**src/mm3_pkg.sv**
```systemverilog
// Package for the 3x3 integer matrix multiplier.
// Holds sizes, the operand tag passed to the multiply-accumulate unit and the
// cell address helper. No dependencies.
`default_nettype none

package mm3_pkg;

  // Matrix size and derived widths.
  localparam int unsigned DIM         = 3;
  localparam int unsigned CELLS       = DIM * DIM;
  localparam int unsigned IDX_W       = (DIM > 2) ? $clog2(DIM) : 1;
  localparam int unsigned ADDR_W      = $clog2(CELLS);
  localparam int unsigned CNT_W       = $clog2(2 * CELLS + 1);
  localparam int unsigned DATA_W      = 32;
  localparam int unsigned POS_W       = 2;
  localparam int unsigned IN_TDATA_W  = ((DATA_W + 7) / 8) * 8;
  localparam int unsigned OUT_FIELD_W = DATA_W + 2 * POS_W;
  localparam int unsigned OUT_TDATA_W = ((OUT_FIELD_W + 7) / 8) * 8;

  // Marks one operand pair on its way through the multiply-accumulate unit.
  typedef struct packed {
    logic             valid;
    logic             first;
    logic             last;
    logic [IDX_W-1:0] row;
    logic [IDX_W-1:0] col;
  } mac_tag_t;

  // Row-major address of a matrix cell.
  function automatic logic [ADDR_W-1:0] cell_addr(input logic [IDX_W-1:0] row,
                                                  input logic [IDX_W-1:0] col);
    logic [ADDR_W-1:0] base;
    base = ADDR_W'(row) * ADDR_W'(DIM);
    return base + ADDR_W'(col);
  endfunction

endpackage

`default_nettype wire

```
**src/mm3_ram.sv**
```systemverilog
// Generic single-port-write, single-port-read RAM with a registered read.
// Used for both operand matrices. No dependencies.
`default_nettype none

module mm3_ram #(
  parameter int unsigned WIDTH = 32,
  parameter int unsigned DEPTH = 9
) (
  input  wire logic                     clk_i,
  input  wire logic                     we_i,
  input  wire logic [$clog2(DEPTH)-1:0] waddr_i,
  input  wire logic [WIDTH-1:0]         wdata_i,
  input  wire logic [$clog2(DEPTH)-1:0] raddr_i,
  output      logic [WIDTH-1:0]         rdata_o
);

  logic [WIDTH-1:0] mem_q [DEPTH];
  logic [WIDTH-1:0] rdata_q;

  // Write port and registered read port.
  always_ff @(posedge clk_i) begin
    if (we_i) begin
      mem_q[waddr_i] <= wdata_i;
    end
    rdata_q <= mem_q[raddr_i];
  end

  assign rdata_o = rdata_q;

endmodule

`default_nettype wire

```
**src/mm3_mac.sv**
```systemverilog
// Multiply-accumulate unit: registered 32x32 product, then a wrapping sum over
// the DIM operand pairs of one product element. Depends on mm3_pkg.
`default_nettype none

module mm3_mac (
  input  wire logic                          clk_i,
  input  wire logic                          rst_ni,
  input  wire mm3_pkg::mac_tag_t             tag_i,
  input  wire logic [mm3_pkg::DATA_W-1:0]    left_i,
  input  wire logic [mm3_pkg::DATA_W-1:0]    right_i,
  output      logic                          busy_o,
  output      logic                          res_valid_o,
  output      logic [mm3_pkg::DATA_W-1:0]    res_value_o,
  output      logic [mm3_pkg::IDX_W-1:0]     res_row_o,
  output      logic [mm3_pkg::IDX_W-1:0]     res_col_o
);

  mm3_pkg::mac_tag_t            ptag_q;
  logic [mm3_pkg::DATA_W-1:0]   prod_q;
  logic [mm3_pkg::DATA_W-1:0]   acc_q;
  logic [mm3_pkg::DATA_W-1:0]   sum;
  logic [mm3_pkg::DATA_W-1:0]   full_prod;

  // The low word of the product is the same for signed and unsigned operands.
  assign full_prod = left_i * right_i;

  // Tag travels with the product register.
  always_ff @(posedge clk_i or negedge rst_ni) begin
    if (!rst_ni) begin
      ptag_q <= '0;
    end else begin
      ptag_q <= tag_i;
    end
  end

  // Accumulation restarts on the first pair of each element.
  assign sum = (ptag_q.first ? '0 : acc_q) + prod_q;

  always_ff @(posedge clk_i) begin
    prod_q <= full_prod;
    if (ptag_q.valid) begin
      acc_q <= sum;
    end
  end

  assign busy_o      = ptag_q.valid;
  assign res_valid_o = ptag_q.valid && ptag_q.last;
  assign res_value_o = sum;
  assign res_row_o   = ptag_q.row;
  assign res_col_o   = ptag_q.col;

endmodule

`default_nettype wire

```
**src/matrix_multiply_3x3.sv**
```systemverilog
// Streaming 3x3 integer matrix multiplier: load 18 words, emit 9 product words.
// Depends on mm3_pkg, mm3_ram and mm3_mac.
// Throughput: one input word per cycle while loading; then, for each product word, 3 reads
// are issued and the multiply-accumulate pipeline drains before the next word starts.
// Reset clears the load count, sequencer and valid flags; the RAMs are not cleared.
`default_nettype none

module matrix_multiply_3x3 (
  input  wire logic                              clk_i,
  input  wire logic                              rst_ni,
  input  wire logic                              s_axis_tvalid_i,
  output      logic                              s_axis_tready_o,
  // [31:0] element_value
  input  wire logic [mm3_pkg::IN_TDATA_W-1:0]    s_axis_tdata_i,
  output      logic                              m_axis_tvalid_o,
  input  wire logic                              m_axis_tready_i,
  // [31:0] product_value, [33:32] row_index, [35:34] col_index, rest zero
  output      logic [mm3_pkg::OUT_TDATA_W-1:0]   m_axis_tdata_o,
  // last_element
  output      logic                              m_axis_tlast_o
);

  localparam logic [1:0] ST_LOAD  = 2'd0;
  localparam logic [1:0] ST_ISSUE = 2'd1;
  localparam logic [1:0] ST_WAIT  = 2'd2;

  localparam logic [mm3_pkg::CNT_W-1:0] CNT_CELLS = mm3_pkg::CNT_W'(mm3_pkg::CELLS);
  localparam logic [mm3_pkg::CNT_W-1:0] CNT_LAST  = mm3_pkg::CNT_W'(2 * mm3_pkg::CELLS - 1);
  localparam logic [mm3_pkg::IDX_W-1:0] IDX_LAST  = mm3_pkg::IDX_W'(mm3_pkg::DIM - 1);

  logic [1:0]                   state_q, state_d;
  logic [mm3_pkg::CNT_W-1:0]    load_cnt_q, load_cnt_d;
  logic [mm3_pkg::IDX_W-1:0]    row_q, row_d, col_q, col_d, k_q, k_d;
  logic                         done_q, done_d;
  mm3_pkg::mac_tag_t            tag_q, tag_d;

  logic                         in_accept, out_accept;
  logic                         left_we, right_we;
  logic [mm3_pkg::ADDR_W-1:0]   left_waddr, right_waddr, left_raddr, right_raddr;
  logic [mm3_pkg::DATA_W-1:0]   in_value, left_rdata, right_rdata;

  logic                         mac_busy, res_valid;
  logic [mm3_pkg::DATA_W-1:0]   res_value;
  logic [mm3_pkg::IDX_W-1:0]    res_row, res_col;

  logic                         out_valid_q, out_valid_d;
  logic [mm3_pkg::DATA_W-1:0]   out_value_q;
  logic [mm3_pkg::POS_W-1:0]    out_row_q, out_col_q;
  logic                         out_last_q;

  assign in_accept  = s_axis_tvalid_i && s_axis_tready_o;
  assign out_accept = m_axis_tvalid_o && m_axis_tready_i;
  assign in_value   = s_axis_tdata_i[mm3_pkg::DATA_W-1:0];

  // Load words go to the left matrix first, then to the right one.
  assign left_we     = in_accept && (load_cnt_q < CNT_CELLS);
  assign right_we    = in_accept && (load_cnt_q >= CNT_CELLS);
  assign left_waddr  = load_cnt_q[mm3_pkg::ADDR_W-1:0];
  assign right_waddr = mm3_pkg::ADDR_W'(load_cnt_q - CNT_CELLS);
  assign left_raddr  = mm3_pkg::cell_addr(row_q, k_q);
  assign right_raddr = mm3_pkg::cell_addr(k_q, col_q);

  mm3_ram #(
    .WIDTH (mm3_pkg::DATA_W),
    .DEPTH (mm3_pkg::CELLS)
  ) u_left_ram (
    .clk_i   (clk_i),
    .we_i    (left_we),
    .waddr_i (left_waddr),
    .wdata_i (in_value),
    .raddr_i (left_raddr),
    .rdata_o (left_rdata)
  );

  mm3_ram #(
    .WIDTH (mm3_pkg::DATA_W),
    .DEPTH (mm3_pkg::CELLS)
  ) u_right_ram (
    .clk_i   (clk_i),
    .we_i    (right_we),
    .waddr_i (right_waddr),
    .wdata_i (in_value),
    .raddr_i (right_raddr),
    .rdata_o (right_rdata)
  );

  mm3_mac u_mac (
    .clk_i       (clk_i),
    .rst_ni      (rst_ni),
    .tag_i       (tag_q),
    .left_i      (left_rdata),
    .right_i     (right_rdata),
    .busy_o      (mac_busy),
    .res_valid_o (res_valid),
    .res_value_o (res_value),
    .res_row_o   (res_row),
    .res_col_o   (res_col)
  );

  // Sequencer: load, then issue DIM reads per product word and wait for it.
  // A full load also passes through the wait state, so that a new run only
  // starts once the last word of the previous run has left the output register.
  always_comb begin
    state_d    = state_q;
    load_cnt_d = load_cnt_q;
    row_d      = row_q;
    col_d      = col_q;
    k_d        = k_q;
    done_d     = done_q;
    tag_d      = '0;
    unique case (state_q)
      ST_LOAD: begin
        if (in_accept) begin
          if (load_cnt_q == CNT_LAST) begin
            load_cnt_d = '0;
            row_d      = '0;
            col_d      = '0;
            k_d        = '0;
            state_d    = ST_WAIT;
          end else begin
            load_cnt_d = load_cnt_q + 1'b1;
          end
        end
      end
      ST_ISSUE: begin
        tag_d.valid = 1'b1;
        tag_d.first = (k_q == '0);
        tag_d.last  = (k_q == IDX_LAST);
        tag_d.row   = row_q;
        tag_d.col   = col_q;
        if (k_q == IDX_LAST) begin
          k_d     = '0;
          state_d = ST_WAIT;
          if (col_q == IDX_LAST) begin
            col_d = '0;
            if (row_q == IDX_LAST) begin
              row_d  = '0;
              done_d = 1'b1;
            end else begin
              row_d = row_q + 1'b1;
            end
          end else begin
            col_d = col_q + 1'b1;
          end
        end else begin
          k_d = k_q + 1'b1;
        end
      end
      ST_WAIT: begin
        if (!tag_q.valid && !mac_busy) begin
          if (done_q) begin
            done_d  = 1'b0;
            state_d = ST_LOAD;
          end else if (!out_valid_q || m_axis_tready_i) begin
            state_d = ST_ISSUE;
          end
        end
      end
      default: begin
        state_d = ST_LOAD;
      end
    endcase
  end

  always_ff @(posedge clk_i or negedge rst_ni) begin
    if (!rst_ni) begin
      state_q    <= ST_LOAD;
      load_cnt_q <= '0;
      row_q      <= '0;
      col_q      <= '0;
      k_q        <= '0;
      done_q     <= 1'b0;
      tag_q      <= '0;
    end else begin
      state_q    <= state_d;
      load_cnt_q <= load_cnt_d;
      row_q      <= row_d;
      col_q      <= col_d;
      k_q        <= k_d;
      done_q     <= done_d;
      tag_q      <= tag_d;
    end
  end

  // Output register; a new word only arrives once the previous one has left.
  always_comb begin
    out_valid_d = out_valid_q;
    if (res_valid) begin
      out_valid_d = 1'b1;
    end else if (out_accept) begin
      out_valid_d = 1'b0;
    end
  end

  always_ff @(posedge clk_i or negedge rst_ni) begin
    if (!rst_ni) begin
      out_valid_q <= 1'b0;
    end else begin
      out_valid_q <= out_valid_d;
    end
  end

  always_ff @(posedge clk_i) begin
    if (res_valid) begin
      out_value_q <= res_value;
      out_row_q   <= mm3_pkg::POS_W'(res_row);
      out_col_q   <= mm3_pkg::POS_W'(res_col);
      out_last_q  <= (res_row == IDX_LAST) && (res_col == IDX_LAST);
    end
  end

  assign s_axis_tready_o = (state_q == ST_LOAD);
  assign m_axis_tvalid_o = out_valid_q;
  assign m_axis_tdata_o  = mm3_pkg::OUT_TDATA_W'({out_col_q, out_row_q, out_value_q});
  assign m_axis_tlast_o  = out_last_q;

`ifndef SYNTHESIS
  // A finished product word never lands on an output word still waiting.
  assert property (@(posedge clk_i) disable iff (!rst_ni)
    res_valid |-> (!out_valid_q || m_axis_tready_i))
    else $error("product word overwrote a pending output word");

  // The load count stays inside one run.
  assert property (@(posedge clk_i) disable iff (!rst_ni)
    load_cnt_q <= CNT_LAST)
    else $error("load count out of range");

  // Loading always resumes at the start of a new left matrix.
  assert property (@(posedge clk_i) disable iff (!rst_ni)
    $rose(s_axis_tready_o) |-> (load_cnt_q == '0))
    else $error("loading resumed with a nonzero count");

  // The flagged last word is the bottom-right product element.
  assert property (@(posedge clk_i) disable iff (!rst_ni)
    (m_axis_tvalid_o && m_axis_tlast_o) |->
      (out_row_q == mm3_pkg::POS_W'(IDX_LAST) && out_col_q == mm3_pkg::POS_W'(IDX_LAST)))
    else $error("last flag on a word that is not the final element");
`endif

endmodule

`default_nettype wire
```
**config.mk**
```make
export PLATFORM = sky130hd
export DESIGN_NAME = matrix_multiply_3x3
export DESIGN_NICKNAME = d
export VERILOG_FILES = /design/src/mm3_pkg.sv /design/src/mm3_ram.sv /design/src/mm3_mac.sv /design/src/matrix_multiply_3x3.sv
export SDC_FILE = /design/constraint.sdc
export NUM_CORES = 2
export LEC_CHECK = 0
export BUFFER_PORTS_ARGS = -buffer_cell sky130_fd_sc_hd__clkbuf_2
export CAP_MARGIN = 5
export CORE_ASPECT_RATIO = 1.4
export CORE_MARGIN = 3
export CORE_UTILIZATION = 40
export CTS_CLUSTER_DIAMETER = 100
export DETAILED_ROUTE_END_ITERATION = 8
export MAX_ROUTING_LAYER = met4
export PLACE_DENSITY = 0.6
export SYNTH_ARGS = -nofsm -noshare
export SYNTH_HDL_FRONTEND = slang
export SYNTH_SLANG_ARGS = --single-unit
```
**constraint.sdc**
```tcl
create_clock -name clk_i -period 10.5 [get_ports clk_i]
set_clock_uncertainty 0.1 [all_clocks]
set_input_delay 1.05 -clock clk_i [delete_from_list [all_inputs] [get_ports clk_i]]
set_output_delay 1.05 -clock clk_i [all_outputs]
set_load 0.005 [all_outputs]
```
Yosys cells after proc, flatten, opt, wreduce, memory -nomap -nowiden
Memory sizes are Yosys's and may differ from the RTL's. A register that Yosys moved wholly into a read port is not among the register bits.
Index checks and enable logic that the tools add are counted.

word-level totals
  register bits = 130
  memory bits (writable) = 576
  input port bits = 36
  output and inout port bits = 43
  logic and storage cells = 107
  memories = 2

memories
  memory             depth  bits a word  rd ports  clocked after memory_dff  wr ports  line           text
  u_left_ram.mem_q   9      32           1         1                         1         mm3_ram.sv:17  logic [WIDTH-1:0] mem_q [DEPTH];
  u_right_ram.mem_q  9      32           1         1                         1         mm3_ram.sv:17

operators by class
  add/sub/neg operators = 8
  multipliers = 3
  order comparisons = 2
  equality and inequality tests = 15
  mux-type cells = 32
  reductions and logical operators = 22

operators by type and width
  cell                 number
  $add 32x32->32       1
  $mul 32x32->32       1
  $mux 32              1
  $mux 2               14
  $reduce_and 5->1     3
  $eq 2x2->1 const B   6
  $pmux 2 s2           3
  $mux 1               10
  $add 4x2->4          2
  $mul 2x2->4 const B  2
  $ne 2x2->1 const B   4
  $logic_and 1x1->1    7
  $mux 7               1
  $add 2x1->2 const B  3
  $pmux 2 s3           1
  $reduce_bool 2->1    3
  $add 5x1->5 const B  1
  $eq 5x5->1 const B   1
  $ge 5x4->1 const B   1
  $lt 5x4->1 const B   1
  $mux 5               1
  $logic_not 2->1      2
  $ne 2x1->1 const B   2
  $reduce_and 4->1     1
  other kinds (8)      10

Longest topological paths before layout
  depth in word-level cells = 6
  gate-level depth with buffers = 26
  mapped depth without buffers = 24

By module
Synthesis repeated with hierarchy kept, for this count alone.

unflattened totals
  cells, all modules = 3519
  area total of the unflattened synthesis = 45558.7 µm²

modules (own cells, without submodules)
  module                  instances  cells each  area an instance (µm²)  seq. area each (µm²)
  mm3_mac                 1          2099        19321.0                 1776.7
  mm3_ram at u_left_ram   1          629         11897.7                 9288.9
  mm3_ram at u_right_ram  1          629         11895.2                 9288.9
  matrix_multiply_3x3     1          162         2444.8                  1661.6

Least setup slack after synthesis
Ideal clock, no wire load.

  path type = register to register
  start = register u_right_ram.rdata_q[4] (netlist: u_right_ram.rdata_o[4]), read port of u_right_ram.mem_q
  end = register u_mac.prod_q[30] (netlist name)
  setup time = 0.079 ns
  arrival = 6.716 ns
  data required time = 10.321 ns
  setup slack = 3.605 ns
  stages on the path, launching flop included = 24
  buffers on the path = 2
  period minus slack after synthesis = 6.895 ns
  cells stage by stage = dfxtp_1 > clkbuf_1 > clkbuf_1 > and2_1 > fa_1 > inv_1 > fa_1 > fa_1 > fa_1 > inv_1 > fa_1 > inv_1 > fa_1 > inv_1 > fa_1 > fa_1 > ha_1 > and3_1 > and2_1 > a221oi_1 > a21oi_2 > o21ai_2 > or4b_1 > o211ai_1

between the ends
  cells in the longest elaborated chain, start to end = 1

RTL lines
  item                          line           text
  start: declaration            mm3_ram.sv:18  logic [WIDTH-1:0] rdata_q;
  $mul 32x32->32                mm3_mac.sv:25  assign full_prod = left_i * right_i;
  via u_mac.full_prod, one bit  mm3_mac.sv:22  logic [mm3_pkg::DATA_W-1:0] full_prod;
  end signal: assignment        mm3_mac.sv:40  prod_q <= full_prod;
  end: declaration              mm3_mac.sv:19  logic [mm3_pkg::DATA_W-1:0] prod_q;

The timed path passes the listed nets, and every way through them passes these cells.
A chain may end at the register's enable or synchronous reset.

Final worst setup path
  start = register u_right_ram.rdata_q[6] (netlist: u_right_ram.rdata_o[6]), read port of u_right_ram.mem_q
  end = register u_mac.prod_q[30] (netlist name)

The elaborated chain is that of the path after synthesis.

==> impl_results.md <==
- Status: complete, no violations
- Finished Layout Cells: 4830
- Fill count: 9903
- Setup slack after layout: 3.06 ns
- Post-DRT Antenna Nets: 0
- CTS resizes: 0
- Routed wire length: 102000 µm
- Ys Warns: 0
- TritonCTS buffer count: 75
- Unrepaired setup endpoints after global routing: false
- Clock Tree Buf Depth: 3
- Asr flop ratio synth: 3.77%
- Total track usage: 18.8%
- # hold bufs at CTS: 0
- Width of the die: 288 µm
- Setup bufs post-CTS: 0
- Fraction of layout cells with a size suffix above 1: 12.3%
- Final Critical Period: 7.44 ns
- Area contributors post-synth: edfxtp_1 43%, fa_1 19%, mux4_2 6.5%
- Max FO, Critical Path: 26
- Pre-antenna DRT Iters: 5
- Critical Path Source Type: register
- Main flop type after synthesis: edfxtp_1
- CP Class: register to register
- Total clock sinks: 770
- Fin. max-slew vios: 0
- Die Footprint: 116000 µm²
- DR vias: 24565
- I/O pin count: 79
- TritonCTS clock tree: built
- Tightest Pin Transition: 1.04 ns
- Antenna violations before repair: 5
- Area Growth Syn to Fin: 10.5%
- Max Cap Violations: 0
- CTS clk-pin slew, worst paths: 0.06 ns
- Clk root buf: clkbuf_16
- Placed insts: 4687
- WP data arrival: 7.93 ns
- Rows: 144
- Fmax: 134 MHz
- Final period util: 70.9%
- Number of synthesized register bits: 770
- Synth cell types: 74
- WL/cell: 21.1 µm
- H-Tree Depth: 3
- Vias in the first global route: 27007
- Core ar.: 110000 µm²
- Clk_lat worst skew: 0.66 ns
- Place WS: 3.04 ns
- Maximum number of pins on one net before global-route repair: 65
- Iter 0 DRT Violations: 1486
- Drc violations: 0
- TNS Setup: 0 ns
- Synth Area per Inst: 13.7 µm²
- Detail Placement HPWL: 69300 µm
- Initial core utilization: 40.4%
- Synthesized netlist cell count: 3255
- Seq/Total Area, Yosys: 49.3%
- Gpl congestion: 0.875
- Chip height: 401 µm
- Post-synth top area cell: edfxtp_1
- First-pass GRT wire length: 160000 µm
- Area fraction of the dominant cell type after synthesis: 43.4%
- Worst rel slew slack: 30.5%
- Total grt overflow: 0
- Hold Path Class: register to register
- Worst setup EP type: register
- Mapped cell area: 44700 µm²
- Layout Nets: 3924
- Number of synthesized flops with an enable pin: 645
- Number of port buffers: 74
- Critical Path RT: 10.98 ns
- DR vias/cell: 5.09
- Final setup viols: 0
- Fin. Hold Viols: 0
## flip-flops by register name, summed over array words and instances (netlist names), 5 cells and up
register / flops
load_cnt_q: 5
out_value_q: 32
tag_q: 7
u_left_ram.mem_q: 288
u_left_ram.rdata_o: 32
u_mac.acc_q: 32
u_mac.prod_q: 32
u_right_ram.mem_q: 288
u_right_ram.rdata_o: 32
## metal layers
layer	up-vias	global-route usage, %	share of wire (%)
met5	-	-	0
li1	11086	-	-
met3	205	2.58	3.9
met2	502	33.9	54
met4	0	7.36	4.0
met1	12772	21.0	38
## worst max-delay path, stage by stage (launching register included)
cell and delay, ns:
dfxtp_1 0.89, and2_1 0.26, fa_1 0.44, fa_1 0.50
fa_1 0.52, inv_1 0.05, fa_1 0.48, inv_1 0.06
fa_1 0.50, inv_1 0.05, fa_1 0.53, inv_1 0.05
fa_1 0.39, fa_1 0.46, ha_1 0.35, a21o_1 0.19
a21o_1 0.19, a221oi_1 0.47, a21oi_2 0.14, o21ai_2 0.20
or4b_1 0.45, o211ai_1 0.10
## Yosys cell counts (6+ instances only)
library cell / count
nand2b_1: 16
dfrtp_1: 29
mux4_2: 128
xor2_1: 23
and2_1: 301
ha_1: 171
nor2_1: 37
clkbuf_1: 121
a21o_1: 33
xnor2_1: 89
o21ai_1: 13
nor3_1: 13
a211oi_1: 7
inv_1: 409
o21bai_1: 6
fa_1: 413
mux2i_1: 67
nor2b_1: 35
a21oi_1: 50
edfxtp_1: 645
o21ai_0: 78
buf_1: 13
nand3_1: 10
and3_1: 12
o21a_1: 10
nand2_1: 330
a31oi_1: 8
nand4_1: 8
dfxtp_1: 96
buf_2: 12
## area by class of cell
class | instances | area, µm² | share of cell area (%)
Clock inverter | 40 | 429 | 0.870
Multi-Input combinational cell | 1928 | 20600 | 41.8
Inverter | 410 | 1540 | 3.12
Sequential cell | 770 | 22000 | 44.6
Clock buffer | 100 | 2170 | 4.41
Timing Repair Buffer | 119 | 708 | 1.44
Tap cell | 1460 | 1830 | 3.70
Antenna cell | 3 | 7.51 | 0.0152
## stage by stage
stage / hold slack [ns] / area, µm² / util (%)
after floorplan: 0.231 / 44700 / -
after global placement: 0.233 / 46700 / 42.3
after detailed placement: 0.235 / 46700 / 42.3
after CTS: 0.247 / 49300 / 44.7
after global routing: 0.254 / 49300 / 44.7
final: 0.246 / 49300 / 44.7
## path summary, 6_finish.rpt
kind / from / to / cells after the start / slack [ns]
min reg2reg: tag_q[4] / u_mac.ptag_q[4] / 0 / 0.25
min in group asynchronous: rst_ni / load_cnt_q[2] / 1 / 0.35
min: tag_q[4] / u_mac.ptag_q[4] / 0 / 0.25
max: u_right_ram.rdata_o[6] / u_mac.prod_q[30] / 21 / 3.06
max reg2reg: u_right_ram.rdata_o[6] / u_mac.prod_q[30] / 21 / 3.06
max in group asynchronous: rst_ni / col_q[0] / 1 / 9.45
## cell families (layout without fill, tap and decap cells)
kind of cell	Yosys count	count (layout)	synth area share [%]
and+or+nand+nor	780	780	8.86
DFF	770	770	49.3
adders and majority gates	584	584	23.3
buffers and inverters	560	669	4.77
AOI/OAI and AO/OA	251	251	3.55
muxes	197	197	8.01
xor gates and xnor gates	112	112	2.20
other	1	7	0.00840
## cells in the final DEF, fill, tap and decap left out, types with 7 or more instances in the layout
master,synthesis,final
mux2i_1,67,67
nor2_1,37,34
a21oi_1,50,50
o21a_1,10,10
xnor2_1,89,89
clkinv_2,0,19
buf_4,4,45
dfxtp_1,96,95
o21ai_1,13,13
fa_1,413,411
clkbuf_1,121,7
ha_1,171,167
and3_1,12,8
a211oi_1,7,7
clkbuf_16,0,77
xor2_1,23,23
nand3_1,10,10
and2_2,0,10
and2_1,301,291
nand2b_1,16,16
nand2_1,330,330
edfxtp_1,645,645
inv_1,409,409
o21ai_0,78,78
nor2b_1,35,35
clkbuf_2,0,74
a21o_1,33,33
nand4_1,8,8
clkbuf_8,0,16
a31oi_1,8,8
nor3_1,13,12
dfrtp_1,29,29
mux4_2,128,128
Power is left out: the tool's default activity adds up to more than one toggle a clock period on the data nets, which glitch-free logic cannot reach.
